File: config.mk
export PLATFORM = sky130hd
export DESIGN_NAME = mips_subset_instruction_decoder_top
export DESIGN_NICKNAME = d
export VERILOG_FILES = /design/src/hw/rtl/msid_pkg.sv /design/src/hw/rtl/mips_subset_instruction_decoder_top.sv
export VERILOG_INCLUDE_DIRS = /design/src /design/src/hw/rtl
export SDC_FILE = /design/constraint.sdc
export NUM_CORES = 1
export LEC_CHECK = 0
export BUFFER_PORTS_ARGS = -buffer_cell sky130_fd_sc_hd__buf_2
export CAP_MARGIN = 30
export CORE_MARGIN = 1.5
export CORE_UTILIZATION = 40
export CTS_BUF_LIST = sky130_fd_sc_hd__clkbuf_2 sky130_fd_sc_hd__clkbuf_4 sky130_fd_sc_hd__clkbuf_8
export DETAILED_ROUTE_END_ITERATION = 10
export SLEW_MARGIN = 15
export SYNTH_ARGS = -nofsm -noshare
export SYNTH_HDL_FRONTEND = slang
export SYNTH_SLANG_ARGS = --single-unit
File: constraint.sdc
create_clock -name clk -period 3.4 [get_ports clk]
set_input_delay 0.34 -clock clk [delete_from_list [all_inputs] [get_ports clk]]
set_output_delay 0.34 -clock clk [all_outputs]
set_load 0.02 [all_outputs]
File: src/hw/rtl/mips_subset_instruction_decoder_top_defines.svh
// ----------------------------------------------------------------------------
// MIPS subset decoder assertion macros
// Shared concurrent assertion forms, clocked on clk with reset on rst_n.
// ----------------------------------------------------------------------------
`ifndef MIPS_SUBSET_INSTRUCTION_DECODER_TOP_DEFINES_SVH
`define MIPS_SUBSET_INSTRUCTION_DECODER_TOP_DEFINES_SVH

// Same-cycle implication.
`define MSID_ASSERT_NOW(lbl, ante, cons, msg) \
    lbl: assert property (@(posedge clk) disable iff (!rst_n) (ante) |-> (cons)) \
        else $error(msg);

// Next-cycle implication.
`define MSID_ASSERT_NEXT(lbl, ante, cons, msg) \
    lbl: assert property (@(posedge clk) disable iff (!rst_n) (ante) |=> (cons)) \
        else $error(msg);

`endif

File: src/hw/rtl/msid_pkg.sv
// ----------------------------------------------------------------------------
// MIPS subset decoder package
// Opcode and funct encodings, result kind codes, the data start reset value.
// ----------------------------------------------------------------------------
package msid_pkg;

    localparam logic [31:0] DATA_START_RESET = 32'd700;

    // Primary opcodes
    localparam logic [5:0] OP_SPECIAL = 6'b000000;
    localparam logic [5:0] OP_REGIMM  = 6'b000001;
    localparam logic [5:0] OP_J       = 6'b000010;
    localparam logic [5:0] OP_BEQ     = 6'b000100;
    localparam logic [5:0] OP_BNE     = 6'b000101;
    localparam logic [5:0] OP_BLEZ    = 6'b000110;
    localparam logic [5:0] OP_BGTZ    = 6'b000111;
    localparam logic [5:0] OP_ADDI    = 6'b001000;
    localparam logic [5:0] OP_ADDIU   = 6'b001001;
    localparam logic [5:0] OP_SLTI    = 6'b001010;
    localparam logic [5:0] OP_LW      = 6'b100011;
    localparam logic [5:0] OP_SW      = 6'b101011;

    // REGIMM rt selectors
    localparam logic [4:0] RT_BLTZ = 5'd0;
    localparam logic [4:0] RT_BGEZ = 5'd1;

    // SPECIAL funct codes
    localparam logic [5:0] FN_SLL   = 6'h00;
    localparam logic [5:0] FN_SRL   = 6'h02;
    localparam logic [5:0] FN_SRA   = 6'h03;
    localparam logic [5:0] FN_BREAK = 6'h0D;
    localparam logic [5:0] FN_ADD   = 6'h20;
    localparam logic [5:0] FN_ADDU  = 6'h21;
    localparam logic [5:0] FN_SUB   = 6'h22;
    localparam logic [5:0] FN_SUBU  = 6'h23;
    localparam logic [5:0] FN_AND   = 6'h24;
    localparam logic [5:0] FN_OR    = 6'h25;
    localparam logic [5:0] FN_XOR   = 6'h26;
    localparam logic [5:0] FN_NOR   = 6'h27;
    localparam logic [5:0] FN_SLT   = 6'h2A;
    localparam logic [5:0] FN_SLTU  = 6'h2B;

    typedef enum logic [4:0] {
        KIND_UNKNOWN = 5'd0,
        KIND_ADDI    = 5'd1,
        KIND_ADDIU   = 5'd2,
        KIND_SW      = 5'd3,
        KIND_LW      = 5'd4,
        KIND_J       = 5'd5,
        KIND_BEQ     = 5'd6,
        KIND_BNE     = 5'd7,
        KIND_BGEZ    = 5'd8,
        KIND_BGTZ    = 5'd9,
        KIND_BLEZ    = 5'd10,
        KIND_BLTZ    = 5'd11,
        KIND_BREAK   = 5'd12,
        KIND_SLT     = 5'd13,
        KIND_SLTI    = 5'd14,
        KIND_SLTU    = 5'd15,
        KIND_SLL     = 5'd16,
        KIND_SRL     = 5'd17,
        KIND_SRA     = 5'd18,
        KIND_SUB     = 5'd19,
        KIND_SUBU    = 5'd20,
        KIND_ADD     = 5'd21,
        KIND_ADDU    = 5'd22,
        KIND_AND     = 5'd23,
        KIND_OR      = 5'd24,
        KIND_XOR     = 5'd25,
        KIND_NOR     = 5'd26,
        KIND_NOP     = 5'd27,
        KIND_DATA    = 5'd28,
        KIND_EMPTY   = 5'd29
    } kind_t;

endpackage

File: src/hw/rtl/mips_subset_instruction_decoder_top.sv
// ----------------------------------------------------------------------------
// MIPS subset instruction decoder
// Classifies one instruction word per item and extracts its fields.
// ----------------------------------------------------------------------------
// Channel    Dir  Width  Contents
// s_axis     in   64     instr_word, word_address
// m_axis     out  96     kind, rs, rt, rd, shift, value, jump target
// cfg        in   32     data_start_address
//
// Two register stages: input register, then decode into the result register.
// An accepted item passes the input register, then the result register; one item per cycle unless m_axis stalls.
// Either stage holds its item while the one after it is full and stalled.
// Reset clears stage valids and the break flag and sets data_start_address to 700.
// ----------------------------------------------------------------------------
`include "mips_subset_instruction_decoder_top_defines.svh"

module mips_subset_instruction_decoder_top
    import msid_pkg::*;
(
    input  logic        clk,
    input  logic        rst_n,

    input  logic        s_axis_tvalid,
    output logic        s_axis_tready,
    input  logic [63:0] s_axis_tdata,   // [31:0] instr_word, [63:32] word_address

    output logic        m_axis_tvalid,
    input  logic        m_axis_tready,
    // [4:0] kind, [9:5] rs_field, [14:10] rt_field, [19:15] rd_field,
    // [24:20] shift_amount, [56:25] signed_value, [88:57] jump_target, rest zero
    output logic [95:0] m_axis_tdata,

    input  logic        cfg_valid,
    output logic        cfg_ready,
    input  logic [31:0] cfg_data        // data_start_address
);

    logic [31:0] data_start_reg;

    logic        in_valid_reg;
    logic [31:0] in_word_reg;
    logic [31:0] in_addr_reg;

    logic        after_break_reg;
    logic        after_break_next;

    logic               out_valid_reg;
    kind_t              out_kind_reg;
    logic [4:0]         out_rs_reg;
    logic [4:0]         out_rt_reg;
    logic [4:0]         out_rd_reg;
    logic [4:0]         out_sa_reg;
    logic signed [31:0] out_value_reg;
    logic [31:0]        out_jump_reg;

    kind_t              dec_kind;
    logic [4:0]         dec_rs;
    logic [4:0]         dec_rt;
    logic [4:0]         dec_rd;
    logic [4:0]         dec_sa;
    logic signed [31:0] dec_value;
    logic [31:0]        dec_jump;

    logic in_load;
    logic out_load;

    assign out_load      = in_valid_reg && (!out_valid_reg || m_axis_tready);
    assign s_axis_tready = !in_valid_reg || out_load;
    assign in_load       = s_axis_tvalid && s_axis_tready;
    assign cfg_ready     = 1'b1;

    // Configuration register
    always_ff @(posedge clk or negedge rst_n)
    begin
        if (!rst_n)
        begin
            data_start_reg <= DATA_START_RESET;
        end
        else if (cfg_valid && cfg_ready)
        begin
            data_start_reg <= cfg_data;
        end
    end

    // Input stage
    always_ff @(posedge clk or negedge rst_n)
    begin
        if (!rst_n)
        begin
            in_valid_reg <= 1'b0;
        end
        else if (s_axis_tready)
        begin
            in_valid_reg <= s_axis_tvalid;
        end
    end

    always_ff @(posedge clk)
    begin
        if (in_load)
        begin
            in_word_reg <= s_axis_tdata[31:0];
            in_addr_reg <= s_axis_tdata[63:32];
        end
    end

    // Decode
    always_comb
    begin
        logic [5:0] op;
        logic [5:0] funct;
        logic       rd_nz;

        op    = in_word_reg[31:26];
        funct = in_word_reg[5:0];
        dec_rs = in_word_reg[25:21];
        dec_rt = in_word_reg[20:16];
        dec_rd = in_word_reg[15:11];
        dec_sa = in_word_reg[10:6];
        rd_nz  = (dec_rd != 5'd0);
        dec_kind  = KIND_UNKNOWN;
        dec_value = '0;
        dec_jump  = '0;

        if (after_break_reg)
        begin
            dec_rs = '0;
            dec_rt = '0;
            dec_rd = '0;
            dec_sa = '0;
            if (in_addr_reg > data_start_reg)
            begin
                dec_kind  = KIND_DATA;
                dec_value = in_word_reg;
            end
            else
            begin
                dec_kind = KIND_EMPTY;
            end
        end
        else
        begin
            case (op)
                OP_ADDI:  dec_kind = KIND_ADDI;
                OP_ADDIU: dec_kind = KIND_ADDIU;
                OP_SW:    dec_kind = KIND_SW;
                OP_LW:    dec_kind = KIND_LW;
                OP_SLTI:  dec_kind = KIND_SLTI;
                OP_J:     dec_kind = KIND_J;
                OP_BEQ:   dec_kind = KIND_BEQ;
                OP_BNE:   dec_kind = KIND_BNE;
                OP_BGTZ:  dec_kind = KIND_BGTZ;
                OP_BLEZ:  dec_kind = KIND_BLEZ;
                OP_REGIMM:
                begin
                    if (dec_rt == RT_BGEZ)
                        dec_kind = KIND_BGEZ;
                    else if (dec_rt == RT_BLTZ)
                        dec_kind = KIND_BLTZ;
                end
                OP_SPECIAL:
                begin
                    case (funct)
                        FN_BREAK: dec_kind = KIND_BREAK;
                        FN_SLT:   dec_kind = KIND_SLT;
                        FN_SLTU:  dec_kind = KIND_SLTU;
                        // all-zero shift word (rs ignored) is a NOP
                        FN_SLL:   dec_kind = ((dec_rd | dec_sa | dec_rt) != 5'd0) ?
                                             KIND_SLL : KIND_NOP;
                        FN_SRL:   dec_kind = rd_nz ? KIND_SRL  : KIND_UNKNOWN;
                        FN_SRA:   dec_kind = rd_nz ? KIND_SRA  : KIND_UNKNOWN;
                        FN_SUB:   dec_kind = rd_nz ? KIND_SUB  : KIND_UNKNOWN;
                        FN_SUBU:  dec_kind = rd_nz ? KIND_SUBU : KIND_UNKNOWN;
                        FN_ADD:   dec_kind = rd_nz ? KIND_ADD  : KIND_UNKNOWN;
                        FN_ADDU:  dec_kind = rd_nz ? KIND_ADDU : KIND_UNKNOWN;
                        FN_AND:   dec_kind = rd_nz ? KIND_AND  : KIND_UNKNOWN;
                        FN_OR:    dec_kind = rd_nz ? KIND_OR   : KIND_UNKNOWN;
                        FN_XOR:   dec_kind = rd_nz ? KIND_XOR  : KIND_UNKNOWN;
                        FN_NOR:   dec_kind = rd_nz ? KIND_NOR  : KIND_UNKNOWN;
                        default:  dec_kind = KIND_UNKNOWN;
                    endcase
                end
                default: dec_kind = KIND_UNKNOWN;
            endcase

            if (dec_kind inside {KIND_ADDI, KIND_ADDIU, KIND_SW, KIND_LW, KIND_SLTI})
            begin
                dec_value = {{16{in_word_reg[15]}}, in_word_reg[15:0]};
            end
            else if (dec_kind inside {KIND_BEQ, KIND_BNE, KIND_BGEZ, KIND_BGTZ,
                                      KIND_BLEZ, KIND_BLTZ})
            begin
                dec_value = {{14{in_word_reg[15]}}, in_word_reg[15:0], 2'b00};
            end
            else if (dec_kind == KIND_J)
            begin
                // region bits come from the jump word's own address
                dec_jump = {in_addr_reg[31:28], in_word_reg[25:0], 2'b00};
            end
        end
    end

    assign after_break_next = after_break_reg || (out_load && (dec_kind == KIND_BREAK));

    always_ff @(posedge clk or negedge rst_n)
    begin
        if (!rst_n)
        begin
            after_break_reg <= 1'b0;
        end
        else
        begin
            after_break_reg <= after_break_next;
        end
    end

    // Result stage
    always_ff @(posedge clk or negedge rst_n)
    begin
        if (!rst_n)
        begin
            out_valid_reg <= 1'b0;
        end
        else if (!out_valid_reg || m_axis_tready)
        begin
            out_valid_reg <= in_valid_reg;
        end
    end

    always_ff @(posedge clk)
    begin
        if (out_load)
        begin
            out_kind_reg  <= dec_kind;
            out_rs_reg    <= dec_rs;
            out_rt_reg    <= dec_rt;
            out_rd_reg    <= dec_rd;
            out_sa_reg    <= dec_sa;
            out_value_reg <= dec_value;
            out_jump_reg  <= dec_jump;
        end
    end

    assign m_axis_tvalid = out_valid_reg;
    assign m_axis_tdata  = {7'b0, out_jump_reg, out_value_reg, out_sa_reg, out_rd_reg,
                            out_rt_reg, out_rs_reg, out_kind_reg};

    `MSID_ASSERT_NEXT(a_break_sticky, after_break_reg, after_break_reg, "break flag cleared")
    `MSID_ASSERT_NEXT(a_after_break_kind, out_load && after_break_reg,
        out_kind_reg == KIND_DATA || out_kind_reg == KIND_EMPTY, "bad kind after break")
    `MSID_ASSERT_NOW(a_jump_only_j, out_valid_reg && out_kind_reg != KIND_J,
        out_jump_reg == 32'd0, "jump target on non-jump item")
    `MSID_ASSERT_NEXT(a_input_held, in_valid_reg && !out_load, in_valid_reg,
        "input stage item dropped")

endmodule

Yosys cells after proc, flatten, opt, wreduce, memory -nomap -nowiden --
Index checks and enable logic that the tools add are counted.
Storage, ports and cells: flip-flop bits (word level) 188, input port bits 101, output and inout bits 99, word-level logic and storage cells 95
Cells by class: magnitude comparators 1, equal/unequal tests 38, muxes and demuxes 22, bitwise operators 3, reductions and logical operators 17
Operators with widths (count):
- 32-bit two-way mux | 4
- 6-bit == test, second input constant | 12
- 5-bit one-hot mux with 14 select lines | 1
- 5-bit two-way mux | 12
- 5-bit one-hot mux with 12 select lines | 1
- 32-bit > comparator | 1
- 5-bit by 4-bit == test with 1-bit output, second input constant | 6
- 6-bit by 3-bit == test with 1-bit output, second input constant | 4
- 6-bit by 4-bit == test with 1-bit output, second input constant | 4
- 5-bit by 3-bit == test with 1-bit output, second input constant | 4
- 6-bit by 2-bit == test with 1-bit output, second input constant | 3
- 5-bit nonzero test | 3
- 6-bit zero test | 2
- 4-bit two-way mux | 3
- 5-bit by 1-bit == test with 1-bit output, second input constant | 2
- 5-bit by 2-bit == test with 1-bit output, second input constant | 2
- 5-bit OR | 2
- 6-bit by 1-bit == test with 1-bit output, second input constant | 1
- 6-bit nonzero test | 1
- 5-bit zero test | 1
- 4-bit OR reduction | 1
- 1-bit logical AND | 3
- 1-bit logical OR | 3
- 3-bit OR reduction | 1
- 3 further kinds | 4

Longest topological paths before layout --
Gate-level depths: netlist of the first run.
depth after elaboration 12, gate-level depth with buffers 11, depth with buffers taken out 10

Worst setup path after synthesis of the first run --
OpenSTA, ideal clock, no wires.
path type register to register, from reg out_valid_reg (netlist: m_axis_tvalid), to reg out_jump_reg[10] (enable), setup time 0.456 ns, arrival 2.613 ns, data required time 2.944 ns, slack 0.331 ns, cell stages (with the launch flop) 3, path buffers 0, clock period less this slack 3.069 ns, path through dfrtp_1 -> nand2b_1 -> and2_1
On the way: word-level cells in the longest chain between the ends 3
Ends and longest elaborated chain:
- from (decl) | line mips_subset_instruction_decoder_top.sv:47 | logic out_valid_reg;
- from (signal assigned) | line mips_subset_instruction_decoder_top.sv:226 | out_valid_reg <= in_valid_reg;
- 1-bit zero test | line mips_subset_instruction_decoder_top.sv:67 | assign out_load = in_valid_reg && (!out_valid_reg || m_axis_tready);
- 1-bit logical OR | line mips_subset_instruction_decoder_top.sv:67
- 1-bit logical AND | line mips_subset_instruction_decoder_top.sv:67
- via out_load | line mips_subset_instruction_decoder_top.sv:65 | logic out_load;
- to (signal assigned) | line mips_subset_instruction_decoder_top.sv:240 | out_jump_reg <= dec_jump;
- to (decl) | line mips_subset_instruction_decoder_top.sv:54 | logic [31:0] out_jump_reg;
The timed path passes the listed nets, and every way through them passes these cells. A chain may end at the register's enable or synchronous reset.

Final worst setup path of the first run --
from reg in_word_reg[1], to reg out_value_reg[13], data pin
On the way: word-level cells in the longest chain between the ends 9, elaborated cells on any way between the ends 33, classes of those cells eq/ne: 24; mux: 6; reduce/logical: 3
Ends and longest elaborated chain:
- from (decl) | line mips_subset_instruction_decoder_top.sv:41 | logic [31:0] in_word_reg;
- from (signal assigned) | line mips_subset_instruction_decoder_top.sv:102 | in_word_reg <= s_axis_tdata[31:0];
- 6-bit == test, or another cell as far along | line mips_subset_instruction_decoder_top.sv:163 | case (funct)
- 5-bit one-hot mux with 14 select lines (*) | line mips_subset_instruction_decoder_top.sv:163
- 5-bit one-hot mux with 12 select lines (*) | line mips_subset_instruction_decoder_top.sv:143 | case (op)
- 5-bit two-way mux (*) | line mips_subset_instruction_decoder_top.sv:125 | if (after_break_reg)
- 5-bit by 3-bit == test with 1-bit output / 5-bit by 4-bit == test with 1-bit output (equally long branches) | line mips_subset_instruction_decoder_top.sv:190 | else if (dec_kind inside {KIND_BEQ, KIND_BNE, KIND_BGEZ, KIND_BGTZ,
- 6-bit nonzero test | line mips_subset_instruction_decoder_top.sv:190
- 32-bit two-way mux | line mips_subset_instruction_decoder_top.sv:190
- 32-bit two-way mux (*) | line mips_subset_instruction_decoder_top.sv:186 | if (dec_kind inside {KIND_ADDI, KIND_ADDIU, KIND_SW, KIND_LW, KIND_SLTI})
- 32-bit two-way mux (*) | line mips_subset_instruction_decoder_top.sv:125
- via dec_value[13] | line mips_subset_instruction_decoder_top.sv:61 | logic signed [31:0] dec_value;
- to (signal assigned) | line mips_subset_instruction_decoder_top.sv:239 | out_value_reg <= dec_value;
- to (decl) | line mips_subset_instruction_decoder_top.sv:53 | logic signed [31:0] out_value_reg;
Mark *: on every way through the listed nets, which the timed path passes. The rest lies on a longest branch. The select of a mux whose other input is x is not followed.

==> qor.yml, run 1 <==
timing:
  drv_slew: 0
  worst_slew_pin_slew_ns: 0.8937
  setup-violations-final: 0
  fin_crit_sh_pct: 94.34
  rsz0062_at_grt: "false"
  finClkSkew_ns: 0.01534
  setup_ws_ns: 0.1923
  relSlewSlack_pct: 40.42
  maxClockFrequency_ghz: 0.3118
  min_period_ns: 3.208
  finalHoldViolCount: 0
  setup-tns-final_ns: 0
synthesis:
  syn_area_per_cell_um2: 13.31
  synth-main-ff-cell: "edfxtp_1"
  synth_cell_types: 63
  netlist_instances: 609
  syn_area_mm2: 0.008105
  yosysTopAreaCellShare_pct: 55.94
  yosysTopAreaCell: "edfxtp_1"
  async_flop_share_pct: 18.82
  synth_edf_count: 151
  ys_warn_count: 0
  ys_ff_latch: 186
  ys_seq_area_share_pct: 66.84
  synth.area.top_cells: "edfxtp_1, dfrtp_1, ha_1"
critical_path:
  path_cells: "or4_1 -> nor3_1 -> a31o_1 -> o211ai_1 -> and2_1 -> xnor2_1 -> a221o_1 -> a22o_1"
  cp_slowest_cell: "or4_1"
  arrival_ns: 3.43
  required_ns: 3.63
  worst-path-buf-inv: 0
  worstSetupPathType: "reg -> reg"
  cp_slowest_stage_delay_ns: 0.57
  start_kind: "flop"
  endpoint_kind: "flop"
  crit_fanout: 15
  crit_family: "compound AO/OA/AOI/OAI gates"
route:
  ant_nets: 0
  routed_wl_um: 17590
  drc: 0
  drt-pass1-iter-count: 5
  avgRoutedWirePerCell_um: 16.24
  vias: 5272
  vias_per_cell: 4.868
  drtIter0Drc: 272
power:
  powerDensity_mw_per_mm2: 498.2
  peakVddDrop_mv: 0.2422
  leakagePower_nw: 4.246
global_routing:
  gr-usage-met1_pct: 21.22
  grt_pass1_wl_um: 28230
  grt_busiest_layer: "met2"
  track_usage_pct: 17.12
  grtUsageMet3_pct: 5.517
  grtUsageMet2_pct: 28.43
  overflow: 0
  grt_max_degree: 65
  antenna_found_initial: 5
  grt_pass1_vias: 5481
clocking:
  insertion_delay_ns: 0.47
  cts_buffers: 17
  clockBufferDepth: 2
  clock-sinks: 186
  cts_tree: "done"
  h-tree-depth: 4
  clk_pin_slew_ns: 0.11
  clockRootBuffer: "clkbuf_8"
  cts_resized: 0
layout:
  num-fill-cells: 1809
  seq_area_mm2: 0.005418
  drive_above_1_share_pct: 31.62
  area_growth_pct: 20.47
  fin_nets: 936
  fin_cells: 1083
  multi_input_area_mm2: 0.002351
placement:
  pre_cts_ws_ns: 0.2059
  dp_hpwl_um: 12500
  place_inst: 1044
  port_buffers: 189
  gp_congestion: 0.8295
worst_hold_path:
  hold_path_class: "in -> reg"
flow_run:
  maxCapViolCount: 0
floorplanning:
  ios: 200
  start_util_pct: 41.24
  dieArea_mm2: 0.02113
  die_w_um: 145.4
  rows: 51
  die-height_um: 145.4
  core_area_mm2: 0.01965
outcome:
  status: "finished clean"
[through the flow]
stage          util, %  cell area [µm²]  power [mW]  hold slack [ns]
6_report         49.68             9764       4.864          0.04365
5_1_grt          49.66             9759       5.101        0.0002226
4_1_cts          49.50             9729       4.921         0.003706
3_5_place_dp     47.37             9310       3.483           0.4938
3_3_place_gp     47.23             9283       3.458           0.4769
2_1_floorplan        -             8135       3.235          0.04441
[worst reg2reg max path, delay by kind of cell (launching register included)]
| kind | cells | cell delay (ns) |
|---|---|---|
| simple gates | 3 | 1.09 |
| xor+xnor | 1 | 0.18 |
| flops | 1 | 0.56 |
| compound gates | 4 | 1.15 |
[cells in the final DEF (no fill, tap or decap), types with 6 or more instances in the layout]
cell	count
edfxtp_1	151
nand3_1	7
and2_1	33
a22o_1	13
a21oi_1	14
a211oi_1	6
o21ai_0	40
inv_1	41
nor2b_1	24
dfrtp_1	29
nand2b_1	8
clkbuf_8	17
conb_1	10
ha_1	32
nor2_1	23
a21o_1	20
dfstp_2	6
buf_4	11
nand2_1	45
nor3_1	10
buf_2	189
[report_power, final]
group	switching (mW)	internal, mW
clock network	0.887	0.551
logic	0.426	0.250
registers	0.0775	2.67
total	1.39	3.47
[layer usage]
layer / up-vias / wire length [µm]
li1: 2564 / -
met1: 2519 / 7592
met2: 167 / 8614
met3: 16 / 1129
met4: 6 / 212
met5: - / 39
[timing repair]
item	CTS	global route
hold buffers	3	1
endpoints found under the setup margin	0	0
endpoints found under the hold margin	30	1
setup buffers	0	0
[logic make-up (layout without fill, tap and decap cells)]
logic type,Yosys count,in the layout,synth area share [%]
AO/OA/AOI/OAI,126,126,10.64
other,2,12,0.09266
flip-flops,186,186,66.84
buffers and inverters,80,279,4.631
AND/OR/NAND/NOR,175,175,11.90
adder cells (fa/ha/maj),33,33,5.079
multiplexers,3,3,0.3859
XOR/XNOR,4,4,0.4322
[synth_stat cells, types with 10 or more instances]
cell,number
a22o_1,13
nor2b_1,24
nand2_1,45
ha_1,32
inv_1,41
a21oi_1,15
a21o_1,20
nor3_1,10
and2_1,35
clkbuf_1,20
edfxtp_1,151
o21ai_0,40
dfrtp_1,29
buf_4,11
nor2_1,23
[path summary, 6_finish.rpt]
check,startpoint,endpoint,slack [ns],cells after the start
worst max register to register,in_word_reg[1]$_DFFE_PP_,out_value_reg[13]$_DFFE_PP_,0.19,8
worst max-delay path,in_word_reg[1]$_DFFE_PP_,out_value_reg[13]$_DFFE_PP_,0.19,8
max in group asynchronous,rst_n,data_start_reg[6]$_DFFE_PN0P_,2.34,2
worst min-delay path,s_axis_tdata[27],in_word_reg[27]$_DFFE_PP_,0.04,1
worst min register to register,data_start_reg[3]$_DFFE_PN1P_,data_start_reg[3]$_DFFE_PN1P_,0.51,2
min in group asynchronous,rst_n,data_start_reg[17]$_DFFE_PN0P_,0.52,2
[cell type report]
class                      instances  area share [%]
tap                              265           3.396
clock inverter                    15           1.589
clock buffer                      17           2.396
timing repair buffer             206           11.43
antenna                            2         0.05126
sequential                       186           55.48
inverter                          41           1.576
multi-input combinational        351           24.08
No activity file was read; power rests on OpenSTA's default activity.
==> run 2, diff against run 1 <==
--- a/config.mk
+++ b/config.mk
@@ -11,7 +11,9 @@
 export CORE_MARGIN = 1.5
 export CORE_UTILIZATION = 40
 export CTS_BUF_LIST = sky130_fd_sc_hd__clkbuf_2 sky130_fd_sc_hd__clkbuf_4 sky130_fd_sc_hd__clkbuf_8
+export CTS_CLUSTER_DIAMETER = 30
 export DETAILED_ROUTE_END_ITERATION = 10
+export RECOVER_POWER = 100
 export SLEW_MARGIN = 15
 export SYNTH_ARGS = -nofsm -noshare
 export SYNTH_HDL_FRONTEND = slang
==> run 2 against run 1 <==
The run now ends with capacitance limit, slew limit left; sequential power about the same; critical path depth unchanged; clock skew is 0.00051 ns lower; first-iteration DRC count increased by 9.6%; non-clock buffer count did not move; count of clock-buffer cells in the layout unchanged; global-route usage did not move; hold slack about the same; maximum frequency decreased by 0.57%; flip-flop and latch count unchanged; sequential share of layout area up 1.0 points.
==> qor.yml, run 2 (synthesis results as in run 1) <==
layout:
  final_common_cell: "edfxtp_1"  # was buf_2
  drive_above_1_share_pct: 19.36  # was 31.62%
  final_cell_mix: "edfxtp_1, clkbuf_1, buf_2, nand2_1"  # was buf_2, edfxtp_1, nand2_1, inv_1, o21ai_0
  num-fill-cells: 1865  # was 1809
  fin_nets: 936  # unchanged
  area_growth_pct: 18.28  # was 20.47%
timing:
  rsz0062_at_grt: "false"  # unchanged
  setup-violations-final: 0  # unchanged
  min_period_ns: 3.226  # was 3.208 ns
  fin_crit_sh_pct: 94.88  # was 94.34%
  finClkSkew_ns: 0.01483  # was 0.01534 ns
  setup_ws_ns: 0.1740  # was 0.1923 ns
  maxClockFrequency_ghz: 0.3100  # was 0.3118 GHz
  worst_slew_pin_slew_ns: 2.108  # was 0.8937 ns
  finalHoldViolCount: 0  # unchanged
  relSlewSlack_pct: -40.56  # was 40.42%
  drv_slew: 199  # was 0
  setup-tns-final_ns: 0  # unchanged
power:
  powerDensity_mw_per_mm2: 504.8  # was 498.2 mW/mm²
  leakagePower_nw: 3.922  # was 4.246 nW
  peakVddDrop_mv: 0.2431  # was 0.2422 mV
  finalPower_mw: 4.839  # was 4.864 mW
clocking:
  cts_buffers: 17  # unchanged
  insertion_delay_ns: 0.47  # about the same
  cts_tree: "done"  # unchanged
  h-tree-depth: 4  # unchanged
  clockRootBuffer: "clkbuf_8"  # unchanged
  clk_pin_slew_ns: 0.10  # was 0.11 ns
  clockBufferDepth: 2  # unchanged
  clock-sinks: 186  # unchanged
critical_path:
  worstSetupPathType: "reg -> reg"  # unchanged
  arrival_ns: 3.45  # was 3.43 ns
  cp_slowest_stage_delay_ns: 0.57  # about the same
  worst-path-buf-inv: 0  # unchanged
  crit_family: "compound AO/OA/AOI/OAI gates"  # unchanged
  start_kind: "flop"  # unchanged
  endpoint_kind: "flop"  # unchanged
  crit_fanout: 15  # unchanged
  path_cells: "or4_1 -> nor3_1 -> a31o_1 -> o211ai_1 -> and2_1 -> xnor2_1 -> a221o_1 -> a22o_1"  # unchanged
  required_ns: 3.62  # was 3.63 ns
  cp_slowest_cell: "or4_1"  # unchanged
global_routing:
  grt_pass1_vias: 5481  # unchanged
  grt_max_degree: 65  # unchanged
  grt_pass1_wl_um: 28230  # unchanged
  track_usage_pct: 17.12  # unchanged
  overflow: 0  # unchanged
  antenna_found_initial: 5  # unchanged
route:
  vias: 5324  # was 5272
  ant_nets: 0  # unchanged
  vias_per_cell: 4.916  # was 4.868
  drtIter0Drc: 298  # was 272
  drt-pass1-iter-count: 5  # unchanged
  drc: 0  # unchanged
  avgRoutedWirePerCell_um: 16.37  # was 16.24 µm
  routed_wl_um: 17730  # was 17590 µm
placement:
  pre_cts_ws_ns: 0.2059  # unchanged
  dp_hpwl_um: 12500  # unchanged
  gp_congestion: 0.8295  # unchanged
  port_buffers: 189  # unchanged
floorplanning:
  die_w_um: 145.4  # unchanged
  start_util_pct: 41.24  # unchanged
  die-height_um: 145.4  # unchanged
  core_area_mm2: 0.01965  # unchanged
  dieArea_mm2: 0.02113  # unchanged
  ios: 200  # unchanged
  rows: 51  # unchanged
outcome:
  violations: "capacitance limit, slew limit"
  status: "complete, but fails checks"  # was finished clean
worst_hold_path:
  hold_path_class: "in -> reg"  # unchanged
flow_run:
  maxCapViolCount: 4  # was 0
## run 2: changes by cell type in the layout (fill, tap and decap cells not counted), moves of 2 or more
cell      delta
buf_4        -4
and2_4       -2
clkbuf_1    +97
buf_2       -95
and2_1      -10
and2_0      +11
clkbuf_2     +3
## run 2: power breakdown
part	internal [mW]	switching (mW)
Clock	0.551	0.883
Sequential	2.68	0.0805
Combinational	0.221	0.426
## run 2: timing repair
action | in CTS | in global routing
hold buffers | 3 | 1
endpoints found under the hold margin | 30 | 1
resized for setup | 0 | 0
buffers inserted | 0 | 0
## run 2: final timing paths
| path | depth (start not counted) | slack, ns | end | from |
|---|---|---|---|---|
| worst max-delay path | 8 | 0.17 | out_value_reg[13]$_DFFE_PP_ | in_word_reg[1]$_DFFE_PP_ |
| worst min-delay path | 1 | 0.04 | in_addr_reg[11]$_DFFE_PP_ | s_axis_tdata[43] |
| worst max register to register | 8 | 0.17 | out_value_reg[13]$_DFFE_PP_ | in_word_reg[1]$_DFFE_PP_ |
| worst min register to register | 2 | 0.51 | data_start_reg[3]$_DFFE_PN1P_ | data_start_reg[3]$_DFFE_PN1P_ |
| max in group asynchronous | 2 | 1.18 | data_start_reg[6]$_DFFE_PN0P_ | rst_n |
| min in group asynchronous | 2 | 1.02 | data_start_reg[17]$_DFFE_PN0P_ | rst_n |
## run 2: worst register-to-register path: cells and delay by family (launching register included)
kind	cells	cell delay, ns
flops	1	0.55
xor+xnor	1	0.18
simple gates	3	1.10
compound gates	4	1.17
## run 2: stage by stage
stage                     cells  hold slack (ns)  util, %  cell area [µm²]
final                      1083          0.04390    48.78             9587
after global routing       1081        0.0002226    48.75             9582
after CTS                  1079         0.003706    49.50             9729
after detailed placement   1044           0.4938    47.37             9310
after global placement     1043           0.4769    47.23             9283
after floorplan             617          0.04441        -             8135
## run 2: layer usage
metal	share of wire (%)	vias up	routed length [µm]	track usage [%]
li1	-	2560	-	-
met1	43	2543	7550	21.22
met2	49	191	8645	28.43
met3	7.1	24	1253	5.517
met4	1.4	6	244	5.510
met5	0.22	-	39	0
## run 2: layout make-up
cell class / instances / area [µm²] / share of cell area, %
multi-input combinational: 351 / 2340 / 24.41
antenna: 2 / 5.005 / 0.05221
inverter: 41 / 153.9 / 1.605
clock inverter: 15 / 155.1 / 1.618
sequential: 186 / 5418 / 56.51
timing repair buffer: 206 / 949.7 / 9.906
tap: 265 / 331.6 / 3.459
clock buffer: 17 / 234.0 / 2.441
==> run 3, diff against run 2 <==
--- a/config.mk
+++ b/config.mk
@@ -9,10 +9,11 @@
 export BUFFER_PORTS_ARGS = -buffer_cell sky130_fd_sc_hd__buf_2
 export CAP_MARGIN = 30
 export CORE_MARGIN = 1.5
-export CORE_UTILIZATION = 40
+export CORE_UTILIZATION = 50
 export CTS_BUF_LIST = sky130_fd_sc_hd__clkbuf_2 sky130_fd_sc_hd__clkbuf_4 sky130_fd_sc_hd__clkbuf_8
 export CTS_CLUSTER_DIAMETER = 30
 export DETAILED_ROUTE_END_ITERATION = 10
+export PLACE_DENSITY = 0.76
 export RECOVER_POWER = 100
 export SLEW_MARGIN = 15
 export SYNTH_ARGS = -nofsm -noshare
==> run 3 against run 2 <==
First-iteration DRC count rose by 5.4%; die area fell by 20%; the run still ends with capacitance limit, slew limit left; critical path depth did not move; clock power rose by 17%; largest cell class unchanged; final cell count fell by 4.8%.
==> qor.yml, run 3 (synthesis results as in run 1) <==
floorplanning:
  dieArea_mm2: 0.01698  # was 0.02113 mm²
  die_w_um: 130.3  # was 145.4 µm
  rows: 46  # was 51
  core_area_mm2: 0.01589  # was 0.01965 mm²
  die-height_um: 130.3  # was 145.4 µm
  start_util_pct: 51.02  # was 41.24%
  ios: 200  # unchanged
timing:
  rsz0062_at_grt: "false"  # unchanged
  relSlewSlack_pct: -34.42  # was -40.56%
  finClkSkew_ns: 0.01289  # was 0.01483 ns
  drv_slew: 167  # was 199
  hold_slack_ns: 0.05022  # was 0.04390 ns
  maxClockFrequency_ghz: 0.3171  # was 0.3100 GHz
  fin_crit_sh_pct: 92.74  # was 94.88%
  min_period_ns: 3.153  # was 3.226 ns
  setup-tns-final_ns: 0  # unchanged
  setup-violations-final: 0  # unchanged
  worst_slew_pin_slew_ns: 2.016  # was 2.108 ns
  finalHoldViolCount: 0  # unchanged
layout:
  fin_nets: 932  # was 936
  final_cell_mix: "edfxtp_1, buf_2, clkbuf_1, nand2_1, inv_1"  # was edfxtp_1, clkbuf_1, buf_2, nand2_1
  num-fill-cells: 1306  # was 1865
  final_common_cell: "edfxtp_1"  # unchanged
  drive_above_1_share_pct: 19.58  # was 19.36%
  area_growth_pct: 17.98  # was 18.28%
clocking:
  clk_pin_slew_ns: 0.10  # about the same
  cts_tree: "done"  # unchanged
  h-tree-depth: 4  # unchanged
  cts_buffers: 17  # unchanged
  clockRootBuffer: "clkbuf_8"  # unchanged
  insertion_delay_ns: 0.46  # was 0.47 ns
  clock-sinks: 186  # unchanged
  post_cts_buffers: 0  # unchanged
  clockBufferDepth: 2  # unchanged
worst_hold_path:
  min_from: "s_axis_tdata[6]"  # was s_axis_tdata[43]
  hold_path_class: "in -> reg"  # unchanged
placement:
  gp_congestion: 0.8896  # was 0.8295
  dp_hpwl_um: 12050  # was 12500 µm
  port_buffers: 189  # unchanged
critical_path:
  timing.rr.start: "in_word_reg[1]$_DFFE_PP_"  # unchanged
  start_kind: "flop"  # unchanged
  arrival_ns: 3.37  # was 3.45 ns
  required_ns: 3.61  # was 3.62 ns
  startpoint: "in_word_reg[1]$_DFFE_PP_"  # unchanged
  crit_fanout: 15  # unchanged
  endpoint_kind: "flop"  # unchanged
  worstSetupPathType: "reg -> reg"  # unchanged
global_routing:
  grt_pass1_vias: 5194  # was 5481
  track_usage_pct: 20.29  # was 17.12%
  overflow: 0  # unchanged
  antenna_found_initial: 5  # unchanged
  grt_pass1_wl_um: 25730  # was 28230 µm
  grt_max_degree: 64  # was 65
outcome:
  violations: "capacitance limit, slew limit"  # unchanged
  status: "complete, but fails checks"  # unchanged
route:
  drc: 0  # unchanged
  drtIter0Drc: 314  # was 298
  ant_nets: 0  # unchanged
  vias: 5344  # was 5324
  vias_per_cell: 5.183  # was 4.916
  routed_wl_um: 16910  # was 17730 µm
  avgRoutedWirePerCell_um: 16.40  # was 16.37 µm
  drt-pass1-iter-count: 4  # was 5
power:
  peakVddDrop_mv: 0.2333  # was 0.2431 mV
  leakagePower_nw: 3.942  # was 3.922 nW
  powerDensity_mw_per_mm2: 530.8  # was 504.8 mW/mm²
flow_run:
  maxCapViolCount: 4  # unchanged
==> run 3: changes by cell type in the layout (fill, tap and decap cells not counted), moves of 2 or more <==
cell,before,now
clkbuf_4,1,4
bufinv_16,0,5
clkinv_8,2,0
buf_2,94,96
inv_8,4,0
clkbuf_2,3,5
buf_4,7,3
clkinv_4,4,0
dlygate4sd3_1,4,1
==> run 3: per-stage QoR <==
stage / power, mW / worst slack (ns) / cell area (µm²) / cells / utilization (%)
CTS: 5.138 / 0.1728 / 9683 / 1026 / 60.96
finish: 5.076 / 0.2469 / 9563 / 1031 / 60.20
detailed placement: 3.473 / 0.1927 / 9213 / 993 / 57.99
floorplan: 3.235 / 0.3312 / 8135 / 617 / -
global placement: 3.444 / 0.3159 / 9213 / 993 / 57.99
global route: 5.284 / 0.04161 / 9558 / 1029 / 60.17
==> run 3: layer usage <==
layer	vias to the layer above	global-route usage [%]	wire, µm
met5	-	0	21
met2	214	33.90	8153
met1	2542	25.06	7180
met3	23	6.437	1319
met4	4	6.797	236
li1	2561	-	-
==> run 3: worst max-delay path: stages, from the launching register on <==
cell and delay (ns):
edfxtp_1 0.55, or4_1 0.56, nor3_1 0.30, a31o_1 0.20, o211ai_1 0.12, and2_0 0.27, xnor2_1 0.19, a221o_2 0.51
a22o_1 0.23
==> run 3: repair_timing <==
| item | CTS | global route |
|---|---|---|
| resized for setup | 0 | 1 |
| setup endpoints to repair | 0 | 1 |
| hold buffers | 1 | 0 |
| hold endpoints to repair | 29 | 0 |
==> run 3: layout make-up <==
type	instances	area [µm²]	area share, %
clock buffers	21	264.0	2.761
well taps	216	270.3	2.826
diodes	3	7.507	0.07850
repair buffers	202	909.6	9.512
multi-input cells	351	2344	24.51
clock inverters	11	196.4	2.054
inverters	41	153.9	1.609
flip-flops and latches	186	5418	56.65
==> run 3: report_power, final <==
part / leakage, nW / internal (mW) / switching (mW)
Sequential: 1.89 / 2.68 / 0.0841
Clock: 0.229 / 0.914 / 0.763
Combinational: 1.82 / 0.218 / 0.421
==> run 3: worst paths after layout <==
kind | slack, ns | endpoint | cells past startpoint
worst max-delay path | 0.25 | out_value_reg[14]$_DFFE_PP_ | 8
min in group asynchronous | 1.00 | data_start_reg[25]$_DFFE_PN0P_ | 2
worst max register to register | 0.25 | out_value_reg[14]$_DFFE_PP_ | 8
max in group asynchronous | 1.24 | data_start_reg[6]$_DFFE_PN0P_ | 2
worst min-delay path | 0.05 | in_word_reg[6]$_DFFE_PP_ | 1
worst min register to register | 0.51 | data_start_reg[7]$_DFFE_PN1P_ | 2
